## config.mk

```make
export PLATFORM = sky130hd
export DESIGN_NAME = alpha_bounding_box_crop_unit
export DESIGN_NICKNAME = d
export VERILOG_FILES = /design/src/sv/abbc_pkg.sv /design/src/sv/abbc_extent.sv /design/src/sv/alpha_bounding_box_crop_unit.sv
export SDC_FILE = /design/constraint.sdc
export NUM_CORES = 1
export LEC_CHECK = 0
export ABC_AREA = 1
export BUFFER_PORTS_ARGS = -buffer_cell sky130_fd_sc_hd__buf_2
export CELL_PAD_IN_SITES_DETAIL_PLACEMENT = 1
export CELL_PAD_IN_SITES_GLOBAL_PLACEMENT = 2
export CORE_ASPECT_RATIO = 0.6
export CORE_UTILIZATION = 37
export DETAILED_ROUTE_END_ITERATION = 12
export PLACE_DENSITY_LB_ADDON = 0.1
export SETUP_SLACK_MARGIN = 0.15
export SLEW_MARGIN = 20
export SYNTH_ARGS = -nofsm -noshare
export SYNTH_HDL_FRONTEND = slang
export SYNTH_SLANG_ARGS = --single-unit
export TNS_END_PERCENT = 100
```

## constraint.sdc

```tcl
create_clock -name i_clk -period 5.25 [get_ports i_clk]
set_input_delay 0.2625 -clock i_clk [delete_from_list [all_inputs] [get_ports i_clk]]
set_output_delay 0.2625 -clock i_clk [all_outputs]
set_load 0.005 [all_outputs]
```

## src/sv/abbc_pkg.sv

```systemverilog
// ----------------------------------------------------------------------------
// abbc_pkg
// Shared widths, register indexes and types for the alpha bounding box crop
// unit.
// ----------------------------------------------------------------------------
`default_nettype none

package abbc_pkg;

    // Largest frame dimension, in pixels, along either axis.
    localparam int MAX_DIM    = 4096;
    localparam int COORD_W    = $clog2(MAX_DIM);   // column or row position
    localparam int DIM_W      = 13;                // size registers and box extents
    localparam int ALPHA_W    = 8;
    localparam int THR_W      = 9;
    localparam int CFG_IDX_W  = 2;
    localparam int CFG_DATA_W = 13;
    localparam int IN_DATA_W  = 8;
    localparam int BOX_BITS   = 2 * COORD_W + 2 * DIM_W;
    localparam int OUT_DATA_W = ((BOX_BITS + 7) / 8) * 8;

    // Configuration register indexes.
    localparam logic [CFG_IDX_W-1:0] CFG_ALPHA_THRESHOLD = 2'd0;
    localparam logic [CFG_IDX_W-1:0] CFG_FRAME_WIDTH     = 2'd1;
    localparam logic [CFG_IDX_W-1:0] CFG_FRAME_HEIGHT    = 2'd2;

    // Register reset values.
    localparam logic [THR_W-1:0] THR_RESET = '0;
    localparam logic [DIM_W-1:0] DIM_RESET = DIM_W'(MAX_DIM);

    // One result of a finished frame.
    typedef struct packed {
        logic               any_found;
        logic [DIM_W-1:0]   box_height;
        logic [DIM_W-1:0]   box_width;
        logic [COORD_W-1:0] box_top;
        logic [COORD_W-1:0] box_left;
    } t_box;

    // Per-cycle command from the top level to the extent tracker.
    typedef struct packed {
        logic advance;   // a buffered pixel is consumed this cycle
        logic opaque;    // that pixel meets the threshold
    } t_trk_ctrl;

    // A size of zero behaves as one, anything above MAX_DIM as MAX_DIM.
    function automatic logic [DIM_W-1:0] clamp_dim(input logic [DIM_W-1:0] v);
        logic [DIM_W-1:0] r;
        r = v;
        if (v == '0) begin
            r = DIM_W'(1);
        end else if (v > DIM_W'(MAX_DIM)) begin
            r = DIM_W'(MAX_DIM);
        end
        return r;
    endfunction

endpackage

`default_nettype wire

```

## src/sv/abbc_extent.sv

```systemverilog
// ----------------------------------------------------------------------------
// abbc_extent
// Raster position counters and the running extent of opaque pixels.
// ----------------------------------------------------------------------------
`default_nettype none

module abbc_extent
    import abbc_pkg::*;
(
    input  wire logic             i_clk,
    input  wire logic             i_rst_n,
    input  wire t_trk_ctrl        i_ctrl,
    input  wire logic [DIM_W-1:0] i_width,    // effective frame width
    input  wire logic [DIM_W-1:0] i_height,   // effective frame height
    output logic                  o_last,     // current position ends the frame
    output t_box                  o_box       // result if this pixel ends the frame
);

    logic [COORD_W-1:0] r_col, r_row;
    logic [COORD_W-1:0] r_lc, r_lr, r_gc, r_gr;
    logic               r_seen;

    logic [COORD_W-1:0] n_lc, n_lr, n_gc, n_gr;
    logic               n_seen;
    logic               w_col_last, w_row_last;

    // A row ends once col + 1 reaches the width; this also catches counters
    // that sit beyond a size shrunk in mid-frame.
    assign w_col_last = ({1'b0, r_col} + DIM_W'(1)) >= i_width;
    assign w_row_last = ({1'b0, r_row} + DIM_W'(1)) >= i_height;
    assign o_last     = w_col_last && w_row_last;

    always_comb begin
        n_lc   = r_lc;
        n_lr   = r_lr;
        n_gc   = r_gc;
        n_gr   = r_gr;
        n_seen = r_seen;
        if (i_ctrl.opaque) begin
            n_seen = 1'b1;
            if (!r_seen) begin
                n_lc = r_col;
                n_gc = r_col;
                n_lr = r_row;
                n_gr = r_row;
            end else begin
                if (r_col < r_lc) n_lc = r_col;
                if (r_col > r_gc) n_gc = r_col;
                if (r_row < r_lr) n_lr = r_row;
                if (r_row > r_gr) n_gr = r_row;
            end
        end
    end

    always_comb begin
        o_box = '0;
        if (n_seen) begin
            o_box.any_found  = 1'b1;
            o_box.box_left   = n_lc;
            o_box.box_top    = n_lr;
            o_box.box_width  = {1'b0, n_gc} - {1'b0, n_lc} + DIM_W'(1);
            o_box.box_height = {1'b0, n_gr} - {1'b0, n_lr} + DIM_W'(1);
        end
    end

    always_ff @(posedge i_clk) begin
        if (!i_rst_n) begin
            r_col  <= '0;
            r_row  <= '0;
            r_seen <= 1'b0;
        end else if (i_ctrl.advance) begin
            if (w_col_last) begin
                r_col <= '0;
                r_row <= w_row_last ? '0 : r_row + COORD_W'(1);
            end else begin
                r_col <= r_col + COORD_W'(1);
            end
            r_seen <= o_last ? 1'b0 : n_seen;
        end
    end

    // Extents are only read once the seen flag is set, so they need no reset.
    always_ff @(posedge i_clk) begin
        if (i_ctrl.advance) begin
            r_lc <= n_lc;
            r_lr <= n_lr;
            r_gc <= n_gc;
            r_gr <= n_gr;
        end
    end

endmodule

`default_nettype wire

```

## src/sv/alpha_bounding_box_crop_unit.sv

```systemverilog
// ----------------------------------------------------------------------------
// alpha_bounding_box_crop_unit
// Finds the rectangle that encloses every pixel of a frame whose alpha meets
// a programmable threshold, and reports it once per frame.
// ----------------------------------------------------------------------------
//
//  Channel   Direction  Payload
//  --------  ---------  ---------------------------------------------------
//  s_axis    in         tdata[7:0] alpha, one pixel per transfer, raster order
//  m_axis    out        tdata box_left/top/width/height, tuser any_found
//  cfg       in         write-only: threshold, frame width, frame height
//
// Each pixel waits in an input register and is folded into the running
// extent when it leaves it, so one pixel is taken per clock unless the
// input side stalls. The result of a frame's last pixel is loaded from there
// into the output register that drives m_axis. The input side stalls only
// when a frame ends while the previous result still waits in the output
// register. Reset (synchronous, active low) clears the position counters and
// the found flag and loads the register defaults: threshold 0, width and height 4096.
//
// The position is counted internally from the configured frame size; there
// is no start-of-frame or end-of-line marker on the input. A size of zero
// acts as one and a size above 4096 acts as 4096. Configuration writes
// never restart a frame in progress.
// ----------------------------------------------------------------------------
`default_nettype none

module alpha_bounding_box_crop_unit
    import abbc_pkg::*;
(
    input  wire logic                  i_clk,
    input  wire logic                  i_rst_n,

    // Pixel input.
    input  wire logic                  i_s_axis_tvalid,
    output logic                       o_s_axis_tready,
    input  wire logic [IN_DATA_W-1:0]  i_s_axis_tdata,   // [7:0] alpha

    // Result output.
    output logic                       o_m_axis_tvalid,
    input  wire logic                  i_m_axis_tready,
    output logic [OUT_DATA_W-1:0]      o_m_axis_tdata,   // [11:0] box_left,
                                                         // [23:12] box_top,
                                                         // [36:24] box_width,
                                                         // [49:37] box_height,
                                                         // upper bits zero
    output logic                       o_m_axis_tuser,   // [0] any_found

    // Configuration write port.
    input  wire logic                  i_cfg_we,
    input  wire logic [CFG_IDX_W-1:0]  i_cfg_idx,
    input  wire logic [CFG_DATA_W-1:0] i_cfg_data
);

    // Configuration registers.
    logic [THR_W-1:0]   r_thr;
    logic [DIM_W-1:0]   r_frame_w;
    logic [DIM_W-1:0]   r_frame_h;

    // Input register.
    logic               r_in_valid;
    logic [ALPHA_W-1:0] r_in_alpha;

    // Output register.
    logic               r_out_valid;
    t_box               r_out_box;

    t_trk_ctrl          w_ctrl;
    t_box               w_box;
    logic               w_last;
    logic               w_out_blocked;
    logic               w_advance;

    always_ff @(posedge i_clk) begin
        if (!i_rst_n) begin
            r_thr     <= THR_RESET;
            r_frame_w <= DIM_RESET;
            r_frame_h <= DIM_RESET;
        end else if (i_cfg_we) begin
            unique case (i_cfg_idx)
                CFG_ALPHA_THRESHOLD: r_thr     <= i_cfg_data[THR_W-1:0];
                CFG_FRAME_WIDTH:     r_frame_w <= i_cfg_data[DIM_W-1:0];
                CFG_FRAME_HEIGHT:    r_frame_h <= i_cfg_data[DIM_W-1:0];
                default: ;  // unused index: the write is dropped
            endcase
        end
    end

    // The buffered pixel moves on unless it ends a frame while the output
    // register is still holding a result that is not being taken.
    assign w_out_blocked   = r_out_valid && !i_m_axis_tready;
    assign w_advance       = r_in_valid && !(w_last && w_out_blocked);
    assign o_s_axis_tready = !r_in_valid || w_advance;

    assign w_ctrl.advance = w_advance;
    assign w_ctrl.opaque  = {1'b0, r_in_alpha} >= r_thr;

    always_ff @(posedge i_clk) begin
        if (!i_rst_n) begin
            r_in_valid <= 1'b0;
        end else if (o_s_axis_tready) begin
            r_in_valid <= i_s_axis_tvalid;
        end
    end

    always_ff @(posedge i_clk) begin
        if (o_s_axis_tready && i_s_axis_tvalid) begin
            r_in_alpha <= i_s_axis_tdata[ALPHA_W-1:0];
        end
    end

    abbc_extent u_extent (
        .i_clk    (i_clk),
        .i_rst_n  (i_rst_n),
        .i_ctrl   (w_ctrl),
        .i_width  (clamp_dim(r_frame_w)),
        .i_height (clamp_dim(r_frame_h)),
        .o_last   (w_last),
        .o_box    (w_box)
    );

    // A finished frame loads the output register; a transfer on m_axis
    // empties it. Both in one cycle is fine: the load wins.
    always_ff @(posedge i_clk) begin
        if (!i_rst_n) begin
            r_out_valid <= 1'b0;
        end else if (w_advance && w_last) begin
            r_out_valid <= 1'b1;
        end else if (i_m_axis_tready) begin
            r_out_valid <= 1'b0;
        end
    end

    always_ff @(posedge i_clk) begin
        if (w_advance && w_last) begin
            r_out_box <= w_box;
        end
    end

    assign o_m_axis_tvalid = r_out_valid;
    assign o_m_axis_tdata  = {{(OUT_DATA_W - BOX_BITS){1'b0}},
                              r_out_box.box_height, r_out_box.box_width,
                              r_out_box.box_top, r_out_box.box_left};
    assign o_m_axis_tuser  = r_out_box.any_found;

endmodule

`default_nettype wire

```

==> results of run 1 <==
layout by cell type (no fill, tap or decap), drive strengths merged:
cell type,instances
nand2,314
inv,215
ha,128
nor2,119
edfxtp,107
a21oi,101
buf,91
nand3,84
o21ai,68
dfxtp,62
xor2,24
nand4,17
clkbuf,17
nor3,15
dlygate4sd3,8
nand3b,6
conb,6
nor4,4
clkinvlp,4
clkinv,4
o21a,3
or2,3
o211ai,2
fa,2
bufinv,2
and3,1
and2,1
a31oi,1
kinds of logic after synthesis:
kind of cell / share of synthesized area (%)
other cells: 0.0354
fa+ha+maj: 15.5
xor+xnor: 1.98
compound gates: 8.50
buf+inv: 9.45
simple gates: 22.5
flops: 42.0
through the flow:
stage	util [%]	area [µm²]	power [mW]	setup WS, ns	cells
2_1_floorplan	-	10600	2.52	1.44	1319
3_3_place_gp	40.8	11400	2.82	0.920	1736
3_5_place_dp	40.8	11400	2.85	0.799	1736
4_1_cts	43.2	12000	4.19	0.736	1776
5_1_grt	43.2	12000	4.43	0.357	1776
6_report	43.2	12000	4.12	0.801	1776
worst min-delay path by stage:
| stage | cells past startpoint | endpoint | slack [ns] | start |
|---|---|---|---|---|
| final | 3 | r_in_valid | 0.06 | i_s_axis_tvalid |
| after global routing | 3 | r_in_valid | 0.06 | i_s_axis_tvalid |
| after CTS | 3 | r_in_valid | 0.03 | i_s_axis_tvalid |
| after detailed placement | 1 | r_in_alpha[1] | 0.44 | i_s_axis_tdata[1] |
| after global placement | 1 | r_in_alpha[0] | 0.44 | i_s_axis_tdata[0] |
| after floorplan | 0 | r_in_alpha[0] | 0.36 | i_s_axis_tdata[0] |
layer usage:
layer  track usage, %  part of all wire, %  up-vias
met5                0                    0        -
met1             31.4                   55     4103
li1                 -                    -     4464
met4             5.56                  1.1        0
met2             30.2                   42       72
met3             3.54                  2.2       25
power breakdown:
group / switching, mW / internal (mW) / total (mW)
clock: 0.604 / 0.710 / 1.31
combinational: 0.806 / 0.427 / 1.23
sequential: 0.0385 / 1.54 / 1.58
final cells by class:
cell class | count | area share, %
clock buffer | 17 | 3.54
clock inverter | 15 | 1.38
inverter | 210 | 6.55
multi-input combinational | 899 | 42.9
sequential | 169 | 37.0
tap | 367 | 3.82
timing repair buffer | 99 | 4.78
registers in the layout, indices dropped and copies added, names as in the netlist, 8 cells and up:
signal and flops:
o_m_axis_tdata 50, r_frame_h 13, r_frame_w 13, u_extent.r_col 12, u_extent.r_gc 12, u_extent.r_gr 12
u_extent.r_lc 12, u_extent.r_lr 12, u_extent.r_row 12, r_thr 9, r_in_alpha 8
worst max-delay path: stages (launching register included):
cell and delay (ns):
edfxtp_1 0.38, ha_1 0.32, a21oi_1 0.13, o21ai_0 0.12, a21oi_1 0.20, nand3_1 0.43
nand2_1 0.67, o21ai_0 0.23, ha_1 0.23, ha_1 0.21, fa_1 0.44, nand3_1 0.10
nand3_1 0.11, nand3_1 0.10, nand2_1 0.10, nand3_1 0.09, nand3_1 0.10, o21ai_0 0.16
a21oi_1 0.06
what timing repair did:
action	CTS	global route
setup endpoints to repair	0	0
hold endpoints to repair	8	0
hold buffers	8	0
==> flow_summary_export.csv, run 1 <==
group,metric,value,unit
status,outcome,"complete, but fails checks",
status,violations,"design-rule violations",
clock_network,h-tree-depth,4,
clock_network,cts_root_buf,"clkbuf_16",
clock_network,worstSkewPairLatency,0.46,ns
clock_network,ctsResizeCount,0,
floorplan,die-area,29400,µm²
sta,hold_viol,0,
finish,seqCellArea,4450,µm²
setup_path,reg2reg_from,"r_in_alpha[4]",
synth,synth_area,10600,µm²
sta,whs,0.0584,ns
floorplan,pin_count,87,
synth,synth_top_area_share,30.3,%
sta,finalClockSkew,0.00699,ns
power_and_ir_drop,cellPowerDensity,343,nW/µm²
synth,post-synth-top-count-cell,"nand2_1",
setup_path,rrSetupSlack,0.80,ns
setup_path,cp-startpoint,"r_in_alpha[4]",
setup_path,r2r_cells,18,
sta,drv_slew,0,
synth,yosys-top-cells-area,"edfxtp_1, ha_1, dfxtp_1",
synth,synthCells,1314,
finish,multi_input_area,5160,µm²
synth,async_flop_share,0,%
synth,synthFlopType,"edfxtp_1",
clock_network,cts_tree,"yes",
sta,fmax,225,MHz
finish,syn_to_final_growth,13.5,%
power_and_ir_drop,power.leakage,5.92,nW
finish,drive_above_1_share,10.2,%
setup_path,endpoint_kind,"flop",
finish,n_antenna_cell,0,
global_route,antenna_found_initial,0,
floorplan,die_y,133,µm
detailed_routing,drtPass1Iterations,8,
sta,tightest_slew,0.784,ns
global_route,grt_use_total,20.8,%
setup_path,cp-endpoint,"o_m_axis_tdata[46]",
clock_network,path_clk_slew,0.07,ns
detailed_routing,viasPerCell,4.88,
sta,relSlewSlack,47.6,%
clock_network,cts_inserted_buffers,17,
setup_path,start_kind,"flop",
flow_run,maxCapViolCount,0,
floorplan,start_util,38.0,%
detailed_routing,route.detailed.drc,2,
synth,yosysTopAreaCell,"edfxtp_1",
synth,synth-edff-count,107,
floorplan,core,27900,µm²
power_and_ir_drop,ir_drop,0.237,mV
sta,min_period_over_period,84.7,%
detailed_routing,ant_nets,0,
setup_path,required,5.46,ns
clock_network,cts_sinks,169,
global_route,grt_max_degree,52,
place,place_congestion,0.827,
sta,setup_viol,0,
finish,finalNetCount,1554,
clock_network,cts_setup_buffers,0,
place,portBuffers,80,
detailed_routing,totalWireLength,28700,µm
synth,avgSynthCellArea,8.07,µm²
detailed_routing,wl_per_cell,16.2,µm
clock_network,clockBufferDepth,2,
sta,tns,0,ns
setup_path,r2r-end,"o_m_axis_tdata[46]",
setup_path,cp.arrival,4.66,ns
sta,rsz0062_at_grt,"no",
global_route,overflow,0,
place,place_hpwl,22400,µm
sta,finalCriticalPeriod,4.45,ns
synth,yosysSeqAreaShare,42.0,%
synth,synth_cell_type_count,35,
synth,synth_common_cells,"nand2_1, inv_1, ha_1",
min_path,min_path_type,"input pin to flop",
setup_path,crit_fanout,23,
finish,nFillCells,3418,
synth,ys_seq_elements,169,
setup_path,critPathKind,"flop to flop",
detailed_routing,drt_iter0_markers,359,
synth,synth_warnings,0,
floorplan,rows,47,
detailed_routing,routed-via-count,8664,
floorplan,die_w,221,µm
global_route,grt_pass1_vias,8864,
global_route,grt_first_pass_wirelength,47100,µm
(Power assumes the default switching activity.)
==> run 2, diff against run 1 <==
==> constraint.sdc (replaced) <==
create_clock -name i_clk -period 4.22 [get_ports i_clk]
set_input_delay 0.211 -clock i_clk [delete_from_list [all_inputs] [get_ports i_clk]]
set_output_delay 0.211 -clock i_clk [all_outputs]
set_load 0.005 [all_outputs]
==> run 2 against run 1 <==
The flow still finishes with violations (design-rule violations). Critical endpoint is now o_m_axis_tdata[49]. Critical path type unchanged. Largest cell class unchanged. Die area unchanged. Sequential share of layout area decreased by 1.2 points. Routed wire length increased by 1.8%.
==> flow_summary_export.csv, run 2 (synthesized netlist as in run 1, its figures left out) <==
group,metric,value,unit
detailed_routing,routed-via-count,8755,
setup_path,cp.arrival,4.07,ns
finish,layout_commonest_cell,"nand2_1",
place,preCtsSetupSlack,0.0937,ns
clock_network,cts_inserted_buffers,17,
floorplan,die_w,221,µm
detailed_routing,drtPass1Iterations,8,
detailed_routing,drt_iter0_markers,394,
sta,drv_slew,0,
sta,whs,0.0307,ns
clock_network,cts_sinks,169,
sta,finalClockSkew,0.00961,ns
global_route,grt_max_degree,52,
setup_path,start_kind,"flop",
finish,drive_above_1_share,13.1,%
place,portBuffers,80,
sta,min_period_over_period,91.1,%
finish,syn_to_final_growth,17.6,%
finish,largest_reg_flops,50,
global_route,grt_first_pass_wirelength,46900,µm
clock_network,h-tree-depth,4,
finish,seqCellArea,4460,µm²
detailed_routing,highest_layer,"met4",
clock_network,cts_root_buf,"clkbuf_16",
global_route,antenna_found_initial,0,
finish,fin_cells,1795,
min_path,min_path_type,"input pin to flop",
setup_path,critPathKind,"flop to flop",
clock_network,worstSkewPairLatency,0.45,ns
detailed_routing,viasPerCell,4.88,
global_route,grt_use_total,20.6,%
sta,fmax,260,MHz
power_and_ir_drop,power.leakage,6.10,nW
floorplan,core,27900,µm²
detailed_routing,ant_nets,0,
finish,utilization,44.7,%
flow_run,maxCapViolCount,0,
sta,tns,0,ns
setup_path,crit_fanout,16,
sta,tightest_slew,0.777,ns
clock_network,clockBufferDepth,2,
floorplan,start_util,38.0,%
setup_path,rrSetupSlack,0.37,ns
floorplan,die-area,29400,µm²
place,place_hpwl,22400,µm
floorplan,rows,47,
finish,final_cell_mix,"nand2_1, inv_1, ha_1, nor2_1, edfxtp_1",
global_route,grt_pass1_vias,8854,
global_route,overflow,0,
detailed_routing,wl_met1,15800,µm
clock_network,cts_tree,"yes",
detailed_routing,totalWireLength,29200,µm
status,outcome,"complete, but fails checks",
finish,nFillCells,3412,
detailed_routing,route.detailed.drc,2,
status,violations,"design-rule violations",
finish,n_antenna_cell,0,
floorplan,pin_count,87,
place,place_congestion,0.781,
clock_network,path_clk_slew,0.07,ns
finish,multi_input_area,5290,µm²
setup_path,required,4.44,ns
setup_path,endpoint_kind,"flop",
detailed_routing,wl_per_cell,16.3,µm
finish,finalNetCount,1573,
sta,layout_setup_ws,0.375,ns
sta,rsz0062_at_grt,"yes",
sta,finalCriticalPeriod,3.85,ns
sta,relSlewSlack,48.2,%
detailed_routing,met3_length,659,µm
floorplan,die_y,133,µm
detailed_routing,wl_met2,12400,µm
power_and_ir_drop,ir_drop,0.271,mV
sta,setup_viol,0,
power_and_ir_drop,cellPowerDensity,434,nW/µm²
place,dp_cells,1745,
sta,hold_viol,0,
[run 2: worst paths after layout]
path	start	to	cells after the start
max reg2reg	u_extent.r_gr[11]	o_m_axis_tdata[49]	22
max	u_extent.r_gr[11]	o_m_axis_tdata[49]	22
min	i_s_axis_tvalid	r_in_valid	3
min reg2reg	r_thr[7]	r_thr[7]	2
[run 2: through the flow]
step | area [µm²] | power [mW]
6_report | 12500 | 5.41
5_1_grt | 12500 | 5.77
4_1_cts | 12200 | 5.41
3_5_place_dp | 11500 | 3.56
3_3_place_gp | 11500 | 3.52
2_1_floorplan | 10600 | 3.13
[run 2: layout make-up]
type	count	area share (%)
clock buffers	17	3.41
clock inverters	15	1.90
inverters	210	6.32
multi-input cells	899	42.4
flip-flops and latches	169	35.8
well taps	367	3.68
repair buffers	118	6.48
[run 2: metal layers]
metal	track usage, %	vias to the layer above
met4	5.59	0
met5	0	-
li1	-	4500
met2	30.8	73
met1	30.7	4159
met3	3.31	23
[run 2: repair_timing]
| item | 4_1_cts | 5_1_grt |
|---|---|---|
| hold buffers | 12 | 0 |
| pin swaps | 0 | 5 |
| hold endpoints to repair | 12 | 0 |
| setup endpoints to repair | 6 | 123 |
| cloned | 0 | 1 |
| setup buffers | 0 | 5 |
| resized for setup | 2 | 44 |
[run 2: report_power, final]
part	leakage (nW)	total (mW)	switching (mW)	internal [mW]
clock	0.320	1.81	0.748	1.07
combinational	4.27	1.64	1.03	0.605
sequential	1.51	1.96	0.0493	1.91
total	6.10	5.41	1.83	3.58
[run 2: critical path, stage by stage, from the launching register on]
cell and delay [ns]:
edfxtp_1 0.37, inv_1 0.06, ha_1 0.32, nand4_1 0.17, nor3_4 0.24, nand2_1 0.07, nand3_1 0.08, nand2_1 0.08
nand2_2 0.09, nand2_4 0.09, buf_12 0.16, o21ai_0 0.29, ha_1 0.30, ha_1 0.38, a21oi_1 0.20, o21a_1 0.13
nand2_1 0.13, nand2_1 0.09, nand3b_1 0.09, nor2_1 0.11, nor2_1 0.05, nand2_1 0.06, inv_1 0.03
==> run 3, diff against run 2 <==
--- a/config.mk
+++ b/config.mk
@@ -10,7 +10,8 @@
 export CELL_PAD_IN_SITES_DETAIL_PLACEMENT = 1
 export CELL_PAD_IN_SITES_GLOBAL_PLACEMENT = 2
 export CORE_ASPECT_RATIO = 0.6
-export CORE_UTILIZATION = 37
+export CORE_MARGIN = 4
+export CORE_UTILIZATION = 39
 export DETAILED_ROUTE_END_ITERATION = 12
 export PLACE_DENSITY_LB_ADDON = 0.1
 export SETUP_SLACK_MARGIN = 0.15
==> constraint.sdc (replaced) <==
create_clock -name i_clk -period 4.8 [get_ports i_clk]
set_input_delay 0.24 -clock i_clk [delete_from_list [all_inputs] [get_ports i_clk]]
set_output_delay 0.24 -clock i_clk [all_outputs]
set_load 0.005 [all_outputs]
==> run 3 against run 2 <==
The flow now finishes without violations. Register-to-register slack improved by 0.19 ns. Via count fell by 0.88%. Sequential share of layout area rose by 1.2 points. Critical path depth rose by 1. Clock power fell by 22%. Routed wire length fell by 1.6%. Combinational power fell by 17%. Design area fell by 3.5%. Critical endpoint is now o_m_axis_tdata[46]. Largest cell class unchanged. Highest routed layer unchanged.
==> flow_summary_export.csv, run 3 (synthesized netlist as in run 1, its figures left out) <==
group,metric,value,unit
detailed_routing,wl_per_cell,16.3,µm
power_and_ir_drop,power.leakage,5.92,nW
clock_network,cts_tree,"yes",
floorplan,die_w,221,µm
finish,n_antenna_cell,0,
sta,finalClockSkew,0.0108,ns
setup_path,r2r-end,"o_m_axis_tdata[46]",
sta,relSlewSlack,47.9,%
setup_path,start_kind,"flop",
min_path,min_to,"r_in_valid",
sta,tightest_slew,0.779,ns
global_route,antenna_found_initial,0,
floorplan,die-area,30000,µm²
finish,final_cell_mix,"nand2_1, inv_1, ha_1, nor2_1, edfxtp_1",
clock_network,clockBufferDepth,2,
setup_path,endpoint_kind,"flop",
setup_path,crit_fanout,13,
detailed_routing,routed-via-count,8678,
finish,largest_reg_flops,50,
sta,min_period_over_period,88.2,%
detailed_routing,route.detailed.drc,0,
power_and_ir_drop,cellPowerDensity,375,nW/µm²
min_path,hp-start,"i_s_axis_tvalid",
setup_path,rrSetupSlack,0.57,ns
finish,finalNetCount,1554,
global_route,overflow,0,
clock_network,cts_inserted_buffers,17,
finish,utilization,45.2,%
place,portBuffers,80,
global_route,grt_pass1_vias,8851,
sta,tns,0,ns
place,place_hpwl,22300,µm
floorplan,rows,46,
detailed_routing,totalWireLength,28700,µm
min_path,min_path_type,"input pin to flop",
detailed_routing,viasPerCell,4.91,
global_route,grt_max_degree,49,
floorplan,pin_count,87,
sta,hold_viol,0,
clock_network,path_clk_slew,0.07,ns
status,outcome,"complete, no violations",
power_and_ir_drop,ir_drop,0.262,mV
place,place_congestion,0.792,
setup_path,cp.arrival,4.42,ns
floorplan,core,26600,µm²
clock_network,cts_root_buf,"clkbuf_16",
clock_network,h-tree-depth,4,
detailed_routing,drtPass1Iterations,5,
setup_path,r2r_cells,23,
sta,finalCriticalPeriod,4.23,ns
finish,layout_commonest_cell,"nand2_1",
flow_run,maxCapViolCount,0,
floorplan,die_y,136,µm
min_path,whs_path_depth,3,
global_route,grt_first_pass_wirelength,47200,µm
clock_network,cts_sinks,169,
sta,fmax,236,MHz
setup_path,critPathKind,"flop to flop",
clock_network,cts_setup_buffers,0,
setup_path,required,4.99,ns
finish,syn_to_final_growth,13.5,%
finish,drive_above_1_share,9.87,%
detailed_routing,drt_iter0_markers,402,
setup_path,reg2reg_from,"u_extent.r_lr[11]",
clock_network,worstSkewPairLatency,0.45,ns
sta,drv_slew,0,
sta,rsz0062_at_grt,"no",
sta,setup_viol,0,
floorplan,start_util,39.9,%
detailed_routing,ant_nets,0,
global_route,grt_use_total,19.6,%
run 3: cell types whose count changed in the layout (fill, tap and decap cells not counted), sizes merged:
cell | before | now
buf | 105 | 91
inv | 216 | 210
clkinv | 3 | 7
dlygate4sd3 | 12 | 8
clkinvlp | 1 | 4
bufinv | 5 | 3
clkbuf | 18 | 17
run 3: metal layers:
| layer | vias up | track usage (%) | wire length [µm] |
|---|---|---|---|
| met4 | 0 | 3.91 | 228 |
| met1 | 4133 | 28.9 | 15500 |
| met5 | - | 0 | 0 |
| li1 | 4465 | - | - |
| met3 | 16 | 3.46 | 541 |
| met2 | 64 | 30.3 | 12500 |
run 3: worst max path at each step:
stage               depth (start not counted)            endpoint         startpoint  slack, ns
floorplan                                  19    u_extent.r_gc[0]  u_extent.r_col[0]       0.99
global placement                           21  o_m_axis_tdata[46]      r_in_alpha[4]       0.63
detailed placement                         20  o_m_axis_tdata[49]      r_in_alpha[4]       0.47
CTS                                        20  o_m_axis_tdata[49]      r_in_alpha[4]       0.45
global route                               23  o_m_axis_tdata[46]  u_extent.r_lr[11]       0.23
finish                                     23  o_m_axis_tdata[46]  u_extent.r_lr[11]       0.57
run 3: layout make-up:
class / instances / area (µm²)
Timing Repair Buffer: 99 / 588
Sequential cell: 169 / 4450
Multi-Input combinational cell: 899 / 5160
Clock inverter: 14 / 156
Clock buffer: 17 / 425
Fill cell: 3282 / 14600
Tap cell: 360 / 450
Inverter: 210 / 788
run 3: stage by stage:
step	setup WS [ns]	instance area [µm²]	std cells	total power, mW	hold slack [ns]
floorplan	0.989	10600	1319	2.75	0.339
global placement	0.626	11400	1729	3.08	0.419
detailed placement	0.473	11400	1729	3.12	0.419
CTS	0.453	12000	1768	4.56	0.0185
global route	0.233	12000	1768	4.85	0.0336
finish	0.568	12000	1768	4.51	0.0497
run 3: where the power goes:
group	internal (mW)	switching (mW)	total (mW)	leakage, nW
combinational	0.470	0.895	1.36	4.14
sequential	1.68	0.0406	1.72	1.51
clock	0.808	0.612	1.42	0.269
total	2.96	1.55	4.51	5.92
run 3: critical path, stage by stage, from the launching register on:
cell,delay (ns)
edfxtp_1,0.37
inv_1,0.10
ha_1,0.27
a21oi_1,0.15
o21ai_0,0.16
nor2_1,0.19
nand2_1,0.07
nand2_1,0.06
buf_4,0.20
nand2_1,0.32
nand2_1,0.19
nand2_1,0.09
ha_1,0.28
inv_1,0.04
ha_1,0.22
fa_1,0.45
nand3_1,0.10
nand3_1,0.11
nand3_1,0.11
nand2_1,0.09
nand3_1,0.10
nand3_1,0.10
o21ai_0,0.15
a21oi_1,0.05
run 3: timing repair:
item	CTS	global route
setup endpoints to repair	0	2
hold buffers	8	0
gates resized for setup	0	1
hold endpoints to repair	8	0
